<file path="src/sv/ddo_pkg.sv">
`timescale 1ns / 1ps

package ddo_pkg;

  localparam int FRAC_BITS        = 16;
  localparam int CORDIC_ITERS_DEF = 16;
  localparam int ATAN_LEN         = 24;
  localparam int CORDIC_SHIFT     = 30 - FRAC_BITS;

  localparam longint Q30_PI   = 64'd3373259426;
  localparam longint Q30_GAIN = 64'd652032874;
  localparam longint PI_Q     = (Q30_PI + (64'd1 << (29 - FRAC_BITS))) >> CORDIC_SHIFT;
  localparam longint TWO_PI_Q = 2 * PI_Q;
  localparam longint HALF_PI_Q = PI_Q / 2;

  localparam logic [20:0] RATE_SCALE = 21'd1000000;

  localparam logic [15:0] RADIUS_RESET = 16'd3277;
  localparam logic [17:0] BASE_RESET   = 18'd19661;

  // divider geometry: dividend up to 72 bits, divisor up to 34 bits
  localparam int DIV_W  = 72;
  localparam int DIVR_W = 34;

  typedef enum logic {
    REG_WHEEL_RADIUS = 1'b0,
    REG_WHEEL_BASE   = 1'b1
  } reg_index_t;

  typedef struct packed {
    logic              start;
    logic [DIV_W-1:0]  dividend;
    logic [DIVR_W-1:0] divisor;
  } div_req_t;

  typedef struct packed {
    logic             done;
    logic [DIV_W-1:0] quotient;
  } div_rsp_t;

  typedef struct packed {
    logic               start;
    logic signed [18:0] angle;
  } cordic_req_t;

  typedef struct packed {
    logic               done;
    logic signed [17:0] sin_v;
    logic signed [17:0] cos_v;
  } cordic_rsp_t;

  function automatic logic [29:0] atan_q30(input logic [4:0] idx);
    logic [29:0] v;
    unique case (idx)
      5'd0:  v = 30'd843314856;
      5'd1:  v = 30'd497837829;
      5'd2:  v = 30'd263043836;
      5'd3:  v = 30'd133525158;
      5'd4:  v = 30'd67021686;
      5'd5:  v = 30'd33543515;
      5'd6:  v = 30'd16775850;
      5'd7:  v = 30'd8388437;
      5'd8:  v = 30'd4194282;
      5'd9:  v = 30'd2097149;
      5'd10: v = 30'd1048575;
      5'd11: v = 30'd524287;
      5'd12: v = 30'd262143;
      5'd13: v = 30'd131071;
      5'd14: v = 30'd65535;
      5'd15: v = 30'd32767;
      5'd16: v = 30'd16383;
      5'd17: v = 30'd8191;
      5'd18: v = 30'd4095;
      5'd19: v = 30'd2047;
      5'd20: v = 30'd1023;
      5'd21: v = 30'd511;
      5'd22: v = 30'd255;
      5'd23: v = 30'd127;
      default: v = 30'd0;
    endcase
    return v;
  endfunction

endpackage

</file>
<file path="src/sv/differential_drive_odometry.sv">
`timescale 1ns / 1ps

// Differential-drive wheel odometry, Q16.16.
// Input stream s_*: one word per encoder sample (wheel angles, yaw, time).
// Output stream m_*: one word per input word with the updated pose, the
// wheel rates, linear speed and yaw rate; m_tuser flags a zero time step,
// in which case all rates read zero while the pose still advances.
// Configuration: cfg_we writes cfg_data into register cfg_index
// (0 wheel radius, 1 wheel base); write only while the block is idle.
// One word is in flight at a time: s_tready is high only in the idle state.
// The 72-step restoring divider runs once for the turn angle and once for
// each of the four rates; with a zero time step the divider is skipped and
// the result goes straight to the output. The CORDIC overlaps the travel math.
// The result sits in an output register; when the receiver stalls, the next
// word is still accepted and processed, and its result waits to be loaded.
// Synchronous reset clears the pose, previous samples and output valid, and
// restores the default radius and base.
module differential_drive_odometry #(
  parameter int CORDIC_ITERS = ddo_pkg::CORDIC_ITERS_DEF
) (
  input  logic         clk,
  input  logic         rst,
  input  logic         cfg_we,
  input  logic         cfg_index,
  input  logic [17:0]  cfg_data,
  input  logic         s_tvalid,
  output logic         s_tready,
  // left_angle[31:0], right_angle[63:32], heading[82:64], time_us[114:83]
  input  logic [119:0] s_tdata,
  output logic         m_tvalid,
  input  logic         m_tready,
  // pos_x[31:0], pos_y[63:32], linear_speed[95:64], turn_rate[127:96],
  // left_rate[159:128], right_rate[191:160]
  output logic [191:0] m_tdata,
  // zero_interval[0]
  output logic         m_tuser
);

  typedef enum logic [14:0] {
    S_IDLE  = 15'b000000000000001,
    S_ML    = 15'b000000000000010,
    S_MR    = 15'b000000000000100,
    S_SUM   = 15'b000000000001000,
    S_WAITC = 15'b000000000010000,
    S_PX    = 15'b000000000100000,
    S_PY    = 15'b000000001000000,
    S_PYW   = 15'b000000010000000,
    S_TH    = 15'b000000100000000,
    S_THW   = 15'b000001000000000,
    S_RH    = 15'b000010000000000,
    S_RL    = 15'b000100000000000,
    S_RD    = 15'b001000000000000,
    S_RW    = 15'b010000000000000,
    S_OUT   = 15'b100000000000000
  } state_t;

  state_t state;

  logic [15:0] radius;
  logic [17:0] base;
  logic [31:0] prev_left, prev_right, prev_time, pose_x, pose_y, dt;
  logic signed [32:0] dl, dr, tl, tr_v;
  logic signed [33:0] sum, diff;
  logic signed [50:0] dth;
  logic [1:0]  k;
  logic [71:0] acc;
  logic signed [31:0] rates [4];
  logic        zero_flag;

  logic signed [34:0] mul_a;
  logic signed [20:0] mul_b;
  logic signed [55:0] prod;

  logic signed [51:0] sv;
  logic [51:0] mag;
  logic [33:0] diff_mag;
  logic [31:0] rate_sat;
  logic        accept;

  ddo_pkg::div_req_t    div_req;
  ddo_pkg::div_rsp_t    div_rsp;
  ddo_pkg::cordic_req_t cor_req;
  ddo_pkg::cordic_rsp_t cor_rsp;

  assign s_tready = (state == S_IDLE);
  assign accept   = s_tvalid && s_tready;

  assign cor_req.start = accept;
  assign cor_req.angle = signed'(s_tdata[82:64]);

  ddo_cordic #(.ITERS(CORDIC_ITERS)) u_cordic (
    .clk (clk),
    .rst (rst),
    .req (cor_req),
    .rsp (cor_rsp)
  );

  ddo_divider u_div (
    .clk (clk),
    .rst (rst),
    .req (div_req),
    .rsp (div_rsp)
  );

  // operand select for the shared multiplier
  always_comb begin
    unique case (k)
      2'd0: sv = {{19{dl[32]}}, dl};
      2'd1: sv = {{19{dr[32]}}, dr};
      2'd2: sv = {{18{sum[33]}}, sum};
      2'd3: sv = {dth[50], dth};
      default: sv = '0;
    endcase
    mag      = sv[51] ? 52'(-sv) : 52'(sv);
    diff_mag = diff[33] ? 34'(-diff) : 34'(diff);
    tr_v     = 33'(prod >>> ddo_pkg::FRAC_BITS);

    mul_a = '0;
    mul_b = '0;
    unique case (state)
      S_ML: begin
        mul_a = {{2{dl[32]}}, dl};
        mul_b = {5'b0, radius};
      end
      S_MR: begin
        mul_a = {{2{dr[32]}}, dr};
        mul_b = {5'b0, radius};
      end
      S_PX: begin
        mul_a = {sum[33], sum};
        mul_b = {{3{cor_rsp.cos_v[17]}}, cor_rsp.cos_v};
      end
      S_PY: begin
        mul_a = {sum[33], sum};
        mul_b = {{3{cor_rsp.sin_v[17]}}, cor_rsp.sin_v};
      end
      S_RH: begin
        mul_a = {9'b0, mag[50:25]};
        mul_b = signed'(ddo_pkg::RATE_SCALE);
      end
      S_RL: begin
        mul_a = {10'b0, mag[24:0]};
        mul_b = signed'(ddo_pkg::RATE_SCALE);
      end
      default: begin
        mul_a = '0;
        mul_b = '0;
      end
    endcase

    div_req.start    = 1'b0;
    div_req.dividend = {{22{1'b0}}, diff_mag, {ddo_pkg::FRAC_BITS{1'b0}}};
    div_req.divisor  = (base == '0) ? ddo_pkg::DIVR_W'(1) : {16'b0, base};
    if (state == S_TH) begin
      div_req.start = 1'b1;
    end else if (state == S_RD) begin
      div_req.start    = 1'b1;
      div_req.dividend = acc + {16'b0, prod};
      div_req.divisor  = (k == 2'd2) ? {1'b0, dt, 1'b0} : {2'b0, dt};
    end

    // saturate the rate magnitude and restore its sign
    if (sv[51]) begin
      rate_sat = (div_rsp.quotient > 72'h80000000) ? 32'h80000000
                                                   : 32'(-div_rsp.quotient);
    end else begin
      rate_sat = (div_rsp.quotient > 72'h7fffffff) ? 32'h7fffffff
                                                   : div_rsp.quotient[31:0];
    end
  end

  always_ff @(posedge clk) begin
    prod <= mul_a * mul_b;
  end

  always_ff @(posedge clk) begin
    if (rst) begin
      state      <= S_IDLE;
      radius     <= ddo_pkg::RADIUS_RESET;
      base       <= ddo_pkg::BASE_RESET;
      prev_left  <= '0;
      prev_right <= '0;
      prev_time  <= '0;
      pose_x     <= '0;
      pose_y     <= '0;
      m_tvalid   <= 1'b0;
    end else begin
      if (cfg_we) begin
        unique case (ddo_pkg::reg_index_t'(cfg_index))
          ddo_pkg::REG_WHEEL_RADIUS: radius <= cfg_data[15:0];
          ddo_pkg::REG_WHEEL_BASE:   base   <= cfg_data;
          default: ;
        endcase
      end

      if (m_tvalid && m_tready && state != S_OUT) m_tvalid <= 1'b0;

      unique case (state)
        S_IDLE: begin
          if (accept) begin
            dl <= signed'({s_tdata[31], s_tdata[31:0]}) -
                  signed'({prev_left[31], prev_left});
            dr <= signed'({s_tdata[63], s_tdata[63:32]}) -
                  signed'({prev_right[31], prev_right});
            dt <= s_tdata[114:83] - prev_time;
            prev_left  <= s_tdata[31:0];
            prev_right <= s_tdata[63:32];
            prev_time  <= s_tdata[114:83];
            state      <= S_ML;
          end
        end
        S_ML:  state <= S_MR;
        S_MR: begin
          tl    <= tr_v;
          state <= S_SUM;
        end
        S_SUM: begin
          sum   <= {tl[32], tl} + {tr_v[32], tr_v};
          diff  <= {tr_v[32], tr_v} - {tl[32], tl};
          state <= S_WAITC;
        end
        S_WAITC: begin
          if (cor_rsp.done) state <= S_PX;
        end
        S_PX: state <= S_PY;
        S_PY: begin
          pose_x <= pose_x + 32'(prod >>> (ddo_pkg::FRAC_BITS + 1));
          state  <= S_PYW;
        end
        S_PYW: begin
          pose_y <= pose_y + 32'(prod >>> (ddo_pkg::FRAC_BITS + 1));
          k      <= '0;
          if (dt == '0) begin
            zero_flag <= 1'b1;
            rates[0]  <= '0;
            rates[1]  <= '0;
            rates[2]  <= '0;
            rates[3]  <= '0;
            state     <= S_OUT;
          end else begin
            zero_flag <= 1'b0;
            state     <= S_TH;
          end
        end
        S_TH: state <= S_THW;
        S_THW: begin
          if (div_rsp.done) begin
            dth   <= diff[33] ? 51'(-div_rsp.quotient) : 51'(div_rsp.quotient);
            state <= S_RH;
          end
        end
        S_RH: state <= S_RL;
        S_RL: begin
          acc   <= {16'b0, prod} << 25;
          state <= S_RD;
        end
        S_RD: state <= S_RW;
        S_RW: begin
          if (div_rsp.done) begin
            rates[k] <= rate_sat;
            k        <= k + 1'b1;
            state    <= (k == 2'd3) ? S_OUT : S_RH;
          end
        end
        S_OUT: begin
          if (!m_tvalid || m_tready) begin
            // rates[2] = linear speed, rates[3] = turn rate
            m_tdata  <= {rates[1], rates[0], rates[3], rates[2], pose_y, pose_x};
            m_tuser  <= zero_flag;
            m_tvalid <= 1'b1;
            state    <= S_IDLE;
          end
        end
        default: state <= S_IDLE;
      endcase
    end
  end

endmodule

</file>
<file path="src/sv/ddo_divider.sv">
`timescale 1ns / 1ps

// Restoring divider, one quotient bit per cycle, unsigned.
module ddo_divider (
  input  logic              clk,
  input  logic              rst,
  input  ddo_pkg::div_req_t req,
  output ddo_pkg::div_rsp_t rsp
);

  localparam int CNT_W = $clog2(ddo_pkg::DIV_W);

  logic [ddo_pkg::DIVR_W-1:0] rem, rem_next, dvs;
  logic [ddo_pkg::DIVR_W:0]   rem_sh;
  logic [ddo_pkg::DIV_W-1:0]  quo;
  logic [CNT_W-1:0]           cnt;
  logic                       busy, done, take;

  always_comb begin
    rem_sh   = {rem, quo[ddo_pkg::DIV_W-1]};
    take     = rem_sh >= {1'b0, dvs};
    rem_next = take ? ddo_pkg::DIVR_W'(rem_sh - {1'b0, dvs}) : rem_sh[ddo_pkg::DIVR_W-1:0];
  end

  always_ff @(posedge clk) begin
    if (rst) begin
      busy <= 1'b0;
      done <= 1'b0;
    end else if (req.start) begin
      rem  <= '0;
      quo  <= req.dividend;
      dvs  <= req.divisor;
      cnt  <= CNT_W'(ddo_pkg::DIV_W - 1);
      busy <= 1'b1;
      done <= 1'b0;
    end else if (busy) begin
      rem <= rem_next;
      quo <= {quo[ddo_pkg::DIV_W-2:0], take};
      if (cnt == '0) begin
        busy <= 1'b0;
        done <= 1'b1;
      end else begin
        cnt <= cnt - 1'b1;
      end
    end
  end

  assign rsp.done     = done;
  assign rsp.quotient = quo;

endmodule

</file>
<file path="src/sv/ddo_cordic.sv">
`timescale 1ns / 1ps

// Rotation-mode CORDIC in Q30, one micro-rotation per cycle.
module ddo_cordic #(
  parameter int ITERS = ddo_pkg::CORDIC_ITERS_DEF
) (
  input  logic                 clk,
  input  logic                 rst,
  input  ddo_pkg::cordic_req_t req,
  output ddo_pkg::cordic_rsp_t rsp
);

  localparam int IDX_W = $clog2(ITERS);
  localparam logic signed [20:0] PI_V   = 21'(ddo_pkg::PI_Q);
  localparam logic signed [20:0] TWO_PI = 21'(ddo_pkg::TWO_PI_Q);
  localparam logic signed [20:0] HALF   = 21'(ddo_pkg::HALF_PI_Q);

  logic signed [33:0] x, y, z, xs, ys, at, z0, xq, yq;
  logic signed [20:0] a0, a1, a2;
  logic               neg, neg0, busy, done;
  logic [IDX_W-1:0]   idx;

  // reduce into [-pi, pi], then fold into [-pi/2, pi/2]
  always_comb begin
    a0   = {{2{req.angle[18]}}, req.angle};
    if (a0 > PI_V)       a1 = a0 - TWO_PI;
    else if (a0 < -PI_V) a1 = a0 + TWO_PI;
    else                 a1 = a0;
    neg0 = 1'b1;
    if (a1 > HALF)       a2 = a1 - PI_V;
    else if (a1 < -HALF) a2 = a1 + PI_V;
    else begin
      a2   = a1;
      neg0 = 1'b0;
    end
    z0 = {{13{a2[20]}}, a2} <<< ddo_pkg::CORDIC_SHIFT;
  end

  always_comb begin
    xs = x >>> idx;
    ys = y >>> idx;
    at = signed'({4'b0, ddo_pkg::atan_q30(5'(idx))});
    xq = x >>> ddo_pkg::CORDIC_SHIFT;
    yq = y >>> ddo_pkg::CORDIC_SHIFT;
  end

  always_ff @(posedge clk) begin
    if (rst) begin
      busy <= 1'b0;
      done <= 1'b0;
    end else if (req.start) begin
      x    <= 34'(ddo_pkg::Q30_GAIN);
      y    <= '0;
      z    <= z0;
      neg  <= neg0;
      idx  <= '0;
      busy <= 1'b1;
      done <= 1'b0;
    end else if (busy) begin
      if (!z[33]) begin
        x <= x - ys;
        y <= y + xs;
        z <= z - at;
      end else begin
        x <= x + ys;
        y <= y - xs;
        z <= z + at;
      end
      if (idx == IDX_W'(ITERS - 1)) begin
        busy <= 1'b0;
        done <= 1'b1;
      end else begin
        idx <= idx + 1'b1;
      end
    end
  end

  assign rsp.done  = done;
  assign rsp.cos_v = neg ? 18'(-xq) : 18'(xq);
  assign rsp.sin_v = neg ? 18'(-yq) : 18'(yq);

endmodule

</file>
<file path="config.mk">
export PLATFORM = sky130hd
export DESIGN_NAME = differential_drive_odometry
export DESIGN_NICKNAME = d
export VERILOG_FILES = /design/src/sv/ddo_pkg.sv /design/src/sv/differential_drive_odometry.sv /design/src/sv/ddo_divider.sv /design/src/sv/ddo_cordic.sv
export SDC_FILE = /design/constraint.sdc
export NUM_CORES = 2
export LEC_CHECK = 0
export ABC_AREA = 0
export BUFFER_PORTS_ARGS = -buffer_cell sky130_fd_sc_hd__buf_2
export CAP_MARGIN = 20
export CORE_UTILIZATION = 64
export DETAILED_ROUTE_END_ITERATION = 7
export GPL_TIMING_DRIVEN = 1
export PLACE_DENSITY = 0.89
export SLEW_MARGIN = 40
export SYNTH_ARGS = -nofsm -noshare
export SYNTH_HDL_FRONTEND = slang
export SYNTH_SLANG_ARGS = --single-unit
</file>
<file path="constraint.sdc">
create_clock -name clk -period 24 [get_ports clk]
set_clock_uncertainty 0.05 [all_clocks]
set_input_delay 2.4 -clock clk [delete_from_list [all_inputs] [get_ports clk]]
set_output_delay 2.4 -clock clk [all_outputs]
set_load 0.1 [all_outputs]
</file>
# After elaboration in Yosys (flattened, before gate mapping)
# Memory sizes are Yosys's and may differ from the RTL's. A register that Yosys moved wholly into a read port is not among the register bits.
# Index checks and enable logic that the tools add are counted.
# Widths: inputs -> output; s select.
classes:
  add_sub_neg: 27
  mul: 1
  n_lt_le_gt_ge: 7
  n_eq_ne: 27
  shift: 2
  n_mux: 68
  bitwise_logic: 2
  reduce_logical: 38
ops:
  columns: ["op", "n"]
  rows:
  - ["$mux 34", 10]
  - ["$pmux 15 s15", 1]
  - ["$pmux 52 s4", 1]
  - ["$pmux 35 s5", 1]
  - ["$mux 72", 2]
  - ["$mux 32", 4]
  - ["$mux 107", 1]
  - ["$mux 106", 1]
  - ["$mux 15", 7]
  - ["$mux 51", 2]
  - ["$neg 51->51", 2]
  - ["$sub 34x34->34", 3]
  - ["$pmux 21 s4", 1]
  - ["$add 72x56->72", 1]
  - ["$gt 72x31->1 const B", 1]
  - ["$gt 72x32->1 const B", 1]
  - ["$add 34x34->34", 2]
  - ["$sshr 34x4->34", 2]
  - ["$sub 32x32->33", 2]
  - ["$add 32x32->32", 2]
  - ["$mul 35x21->56", 1]
  - ["$mux 18", 3]
  - ["$mux 21", 2]
  - ["$mux 20", 2]
  - ["60 further kinds", 117]
totals:
  register_bits: 1017
  ramBits: 128
  mem_bits_ro: 480
  inputBits: 144
  wordCells: 210
  memories: 2
memory_table:
  columns: ["name", "depth", "width", "read_ports", "rd_clocked_by_memory_dff", "wr", "line", "text"]
  rows:
  - ["(name not given)", 16, 30, 1, 1, 0, "ddo_pkg.sv:54", "unique case (idx)"]
  - ["rates", 4, 32, 4, 4, 4, "differential_drive_odometry.sv:67", "logic signed [31:0] rates [4];"]

# Logic depth before layout (Yosys ltp)
logic_depth:
  depth_word: 7
  mapped_depth: 50
  mapped_depth_nobuf: 43

# Hierarchy
# Synthesis repeated with hierarchy kept, for this count alone.
unflattened:
  cells_unflattened: 10459
  area_unflattened_um2: 98537.0
modules_own_cells:
  columns: ["module", "n_inst", "cells_per_inst", "area_each_um2"]
  rows:
  - ["differential_drive_odometry", 1, 7680, 72295.6]
  - ["ddo_cordic", 1, 2104, 18082.3]
  - ["ddo_divider", 1, 675, 8159.1]

# Worst setup path after synthesis
# OpenSTA, ideal clock, no wires.
synth_timing:
  kind: "input port to flip-flop"
  start: "in rst"
  end: "reg m_tdata[0] (enable)"
  arrival_time_ps: 16755
  t_required_ps: 22928
  slack_ps: 6173
  stages: 3
  path_cell_list: "clkbuf_1 clkbuf_1 nor3b_1"
synth_via:
  elab_chain_cells: 2
synth_rtl:
  columns: ["item", "line", "text"]
  rows:
  - ["from (decl)", "differential_drive_odometry.sv:22", "input logic rst,"]
  - ["$not 1->1 (no source line)", null, null]
  - ["$reduce_and 3->1 (no source line)", null, null]
  - ["to (signal assigned)", "differential_drive_odometry.sv:268", "m_tdata <= {rates[1], rates[0], rates[3], rates[2], pose_y, pose_x};"]
  - ["to (decl)", "differential_drive_odometry.sv:34", "output logic [191:0] m_tdata,"]
# Every way passes these cells.
# A chain may end at the register's enable or synchronous reset.

# Final worst setup path
layout_timing:
  start: "reg k[1]"
  end: "reg prod[53]"
layout_via:
  elab_chain_cells: 6
  word_cells_on_any_way: 9
layout_rtl:
  columns: ["item", "line", "text"]
  rows:
  - ["from (decl)", "differential_drive_odometry.sv:65", "logic [1:0] k;"]
  - ["from (signal assigned)", "differential_drive_odometry.sv:261", "k <= k + 1'b1;"]
  - ["$eq 2x2->1 (tied with other cells)", "differential_drive_odometry.sv:107", "unique case (k)"]
  - ["$pmux 52 s4 (*)", "differential_drive_odometry.sv:107", null]
  - ["$neg 51->51", "differential_drive_odometry.sv:114", "mag = sv[51] ? 52'(-sv) : 52'(sv);"]
  - ["$mux 51 (*)", "differential_drive_odometry.sv:114", null]
  - ["$pmux 35 s5 (*)", "differential_drive_odometry.sv:120", "unique case (state)"]
  - ["$mul 35x21->56 (*)", "differential_drive_odometry.sv:173", "prod <= mul_a * mul_b;"]
  - ["to (signal assigned)", "differential_drive_odometry.sv:173", null]
  - ["to (decl)", "differential_drive_odometry.sv:72", "logic signed [55:0] prod;"]
# Mark *: on every way between the ends. The rest lies on a longest branch, timed or not.

==> summary.md <==
| Metric | Value |
|---|---|
| Slew Limit Fails | `0` |
| CTS resizes | `0` |
| Sw Ratio | `37.1%` |
| Core area | `approximately 150000 um2` |
| Ys async rst share | `0%` |
| H-tree Lvls | `3` |
| Startpoint types | `flop` |
| Met1 Use GR | `around 47%` |
| TritonCTS Buffers | `121` |
| IO buf count | `333` |
| Area growth syn-to-layout | `8.67%` |
| TNS Setup | `0 ns` |
| Largest net degree at the start of global routing | `95` |
| Max Fclk | `roughly 73 MHz` |
| CP max-delay cell | `nand2_1` |
| CP endpoint kind | `flop` |
| CP max stage delay | `~0.84 ns` |
| Comb power frac | `39.6%` |
| CTS Sinks | `1172` |
| Clock latency on the worst-skew pair | `0.80 ns` |
| Synth warn | `0` |
| Cell Rows | `141` |
| # IOs | `339` |
| Failing checks | `design-rule violations` |
| Post-CTS Setup Bufs | `0` |
| Period minus WS final | `13.79 ns` |
| Nets | `approximately 12000` |
| Global routing usage on met2 | `roughly three fifths` |
| Sequential area share after synthesis | `33.6%` |
| Number of global-route vias before repair | `77900` |
| Leading post-synthesis cells by cell area | `edfxtp_1 (27%), fa_1 (15%), ha_1 (7.2%)` |
| CP required | `24.54 ns` |
| Die area | `about 150000 um2` |
| CTS tree | `built` |
| Initial antenna violation count | `50` |
| Most used DFF post-synth | `edfxtp_1` |
| Most frequent cell after synthesis | `nand2_1` |
| RePlAce Congestion | `~1.0` |
| Status | `finished, violations left` |
| RSZ-0062 raised after global routing | `no` |
| Slew headroom | `a little over a third` |
| Tcrit/Tclk final | `a little under three fifths` |
| Root Driver | `clkbuf_16` |
| Syn avg cell area | `roughly 9.5 um2` |
| Reg clk slew, reported paths | `roughly 0.07 ns` |
| Fin Hold WS | `around 0.36 ns` |
| FF+latch count, synth | `1172` |
| Clock power share | `25.8%` |
| Synth area leader | `edfxtp_1` |
| Post-CTS Hold Fix Bufs | `0` |
| Share of the synthesized area in the top cell type | `27.3%` |
| DR vias | `78400` |
| Power Internal | `4.88 mW` |
| Hpwl dp | `around 220 mm` |
| Starting Density | `64.8%` |
| GR Overflow Total | `0` |
| Pwr dens | `74.4 nW/um2` |
| Die height | `roughly 390 um` |
| First-pass GRT wire length | `444 mm` |
| Maxcap violations | `0` |
| Peak supply drop | `about 0.14 mV` |
| 1st-pass router iterations | `8` |
| Cells after synthesis | `10100` |
| Final Hold Vio Count | `0` |
| Post-Syn Area | `approximately 96000 um2` |
| Pleak | `~45 nW` |
| GRT Resource Usage Total | `38.1%` |
| Worst-Margin Slew | `0.963 ns` |
| Reg power frac | `34.6%` |
| Finish-stage setup viols | `0` |
| DRT antenna net count | `0` |
| Cell variety after synth | `102` |
| # DRC | `25` |
| Maximum clock path buffer count | `3` |
| Wire per inst | `roughly 23 um` |
| Arr. time, crit path | `14.33 ns` |
| Max FO, Critical Path | `37` |
| Drt total wl | `291 mm` |
| Number of synthesized flops with an enable pin | `873` |
| Top cells by count, synth | `nand2_1 (1346), inv_1 (1268), edfxtp_1 (873)` |
| Met3 Use GR | `roughly a tenth` |
| Fraction of layout cells with a size suffix above 1 | `8.99%` |
| Hold WC Path Type | `reg2reg` |
| Sw Pwr | `2.88 mW` |
| Syn_nets | `11600` |
| GRT busiest layer | `met2` |
| Vias per inst | `6.33` |
| WS Path Type | `reg2reg` |
| Die Span X | `389 um` |
| Initial DRC Count | `slightly below 9000` |
[area by class of cell]
class                      instances  area [um2]
timing repair buffer             482        2940
inverter                        1270        4770
fill                           10600       43900
tap                             1930        2410
sequential                      1172       32200
clock inverter                    75         875
antenna                           22        55.1
clock buffer                     155        3320
multi-input combinational       7287       57700
[layer usage]
| metal | vias up | wire [um] | share of wire (%) |
|---|---|---|---|
| met4 | 52 | 22400 | 7.7 |
| met5 | - | 309 | 0.11 |
| met2 | 4593 | 132000 | 45 |
| li1 | 34900 | - | - |
| met1 | 37600 | 104000 | 36 |
| met3 | 1180 | 32800 | 11 |
[cell usage in the layout (no fill, tap or decap), types with 79 or more instances in the layout]
| master | n |
|---|---|
| nand2_1 | 1342 |
| inv_1 | 1267 |
| edfxtp_1 | 873 |
| nor2_1 | 807 |
| fa_1 | 721 |
| a21oi_1 | 679 |
| ha_1 | 551 |
| xnor2_1 | 438 |
| o21ai_0 | 382 |
| buf_2 | 333 |
| dfxtp_1 | 298 |
| xor2_1 | 247 |
| a21o_1 | 157 |
| buf_4 | 128 |
| and2_1 | 127 |
| clkbuf_16 | 125 |
| nor3_1 | 124 |
| nand3_1 | 115 |
| mux2i_1 | 101 |
| nor2b_1 | 89 |
| nand2b_1 | 79 |
[power by group through the flow]
| stage | combinational, mW | clock [mW] | sequential [mW] |
|---|---|---|---|
| after floorplan | 2.38 | 0 | 2.60 |
| after global placement | 2.86 | 0 | 2.70 |
| after detailed placement | 2.99 | 0 | 2.71 |
| after CTS | 3.02 | 2.01 | 2.67 |
| after global routing | 3.40 | 2.08 | 2.70 |
| final | 3.08 | 2.00 | 2.68 |
[metrics by stage]
stage               power, mW  setup WS [ns]  area (um2)  instances  util (%)
detailed placement       5.71          10.69       99900      12100      67.4
floorplan                4.98           6.17       96000      10100         -
global placement         5.57          10.76       99700      12100      67.3
global route             8.17           9.76      104000      12400      70.3
finish                   7.76          10.21      104000      12400      70.4
CTS                      7.70          10.58      104000      12400      70.2
[cell families after synthesis]
| logic type | synth area share [%] |
|---|---|
| and+or+nand+nor | 14.6 |
| AOI/OAI and AO/OA | 13.3 |
| buffers and inverters | 6.67 |
| adders and majority gates | 22.3 |
| DFF | 33.6 |
| xor gates and xnor gates | 6.39 |
| muxes | 3.16 |
[state kept, by name, indices dropped and copies added (netlist names), 33 cells and up]
name,flops
m_tdata,192
rates,128
u_div.quo,72
prod,56
dth,51
acc,47
sum,34
u_cordic.x,34
u_cordic.y,34
u_cordic.z,34
u_div.rem,34
diff,33
dl,33
dr,33
tl,33
u_div.dvs,33
[worst max-delay path: cells and delay by family, from the launching register on]
kind / cells / cell delay (ns)
buffers and inverters: 9 / 1.78
adder cells (fa/ha/maj): 9 / 4.20
AND/OR/NAND/NOR: 11 / 4.96
XOR/XNOR: 1 / 0.30
flip-flops: 1 / 0.51
AO/OA/AOI/OAI: 10 / 1.68
[final timing paths]
check               startpoint           to  slack [ns]  depth (start not counted)
setup / recovery          k[1]     prod[53]       10.21                         40
hold / removal    rates[2][18]  m_tdata[82]        0.36                          0
setup reg to reg          k[1]     prod[53]       10.21                         40
hold reg to reg   rates[2][18]  m_tdata[82]        0.36                          0
Power figures use the tool's default switching activity.
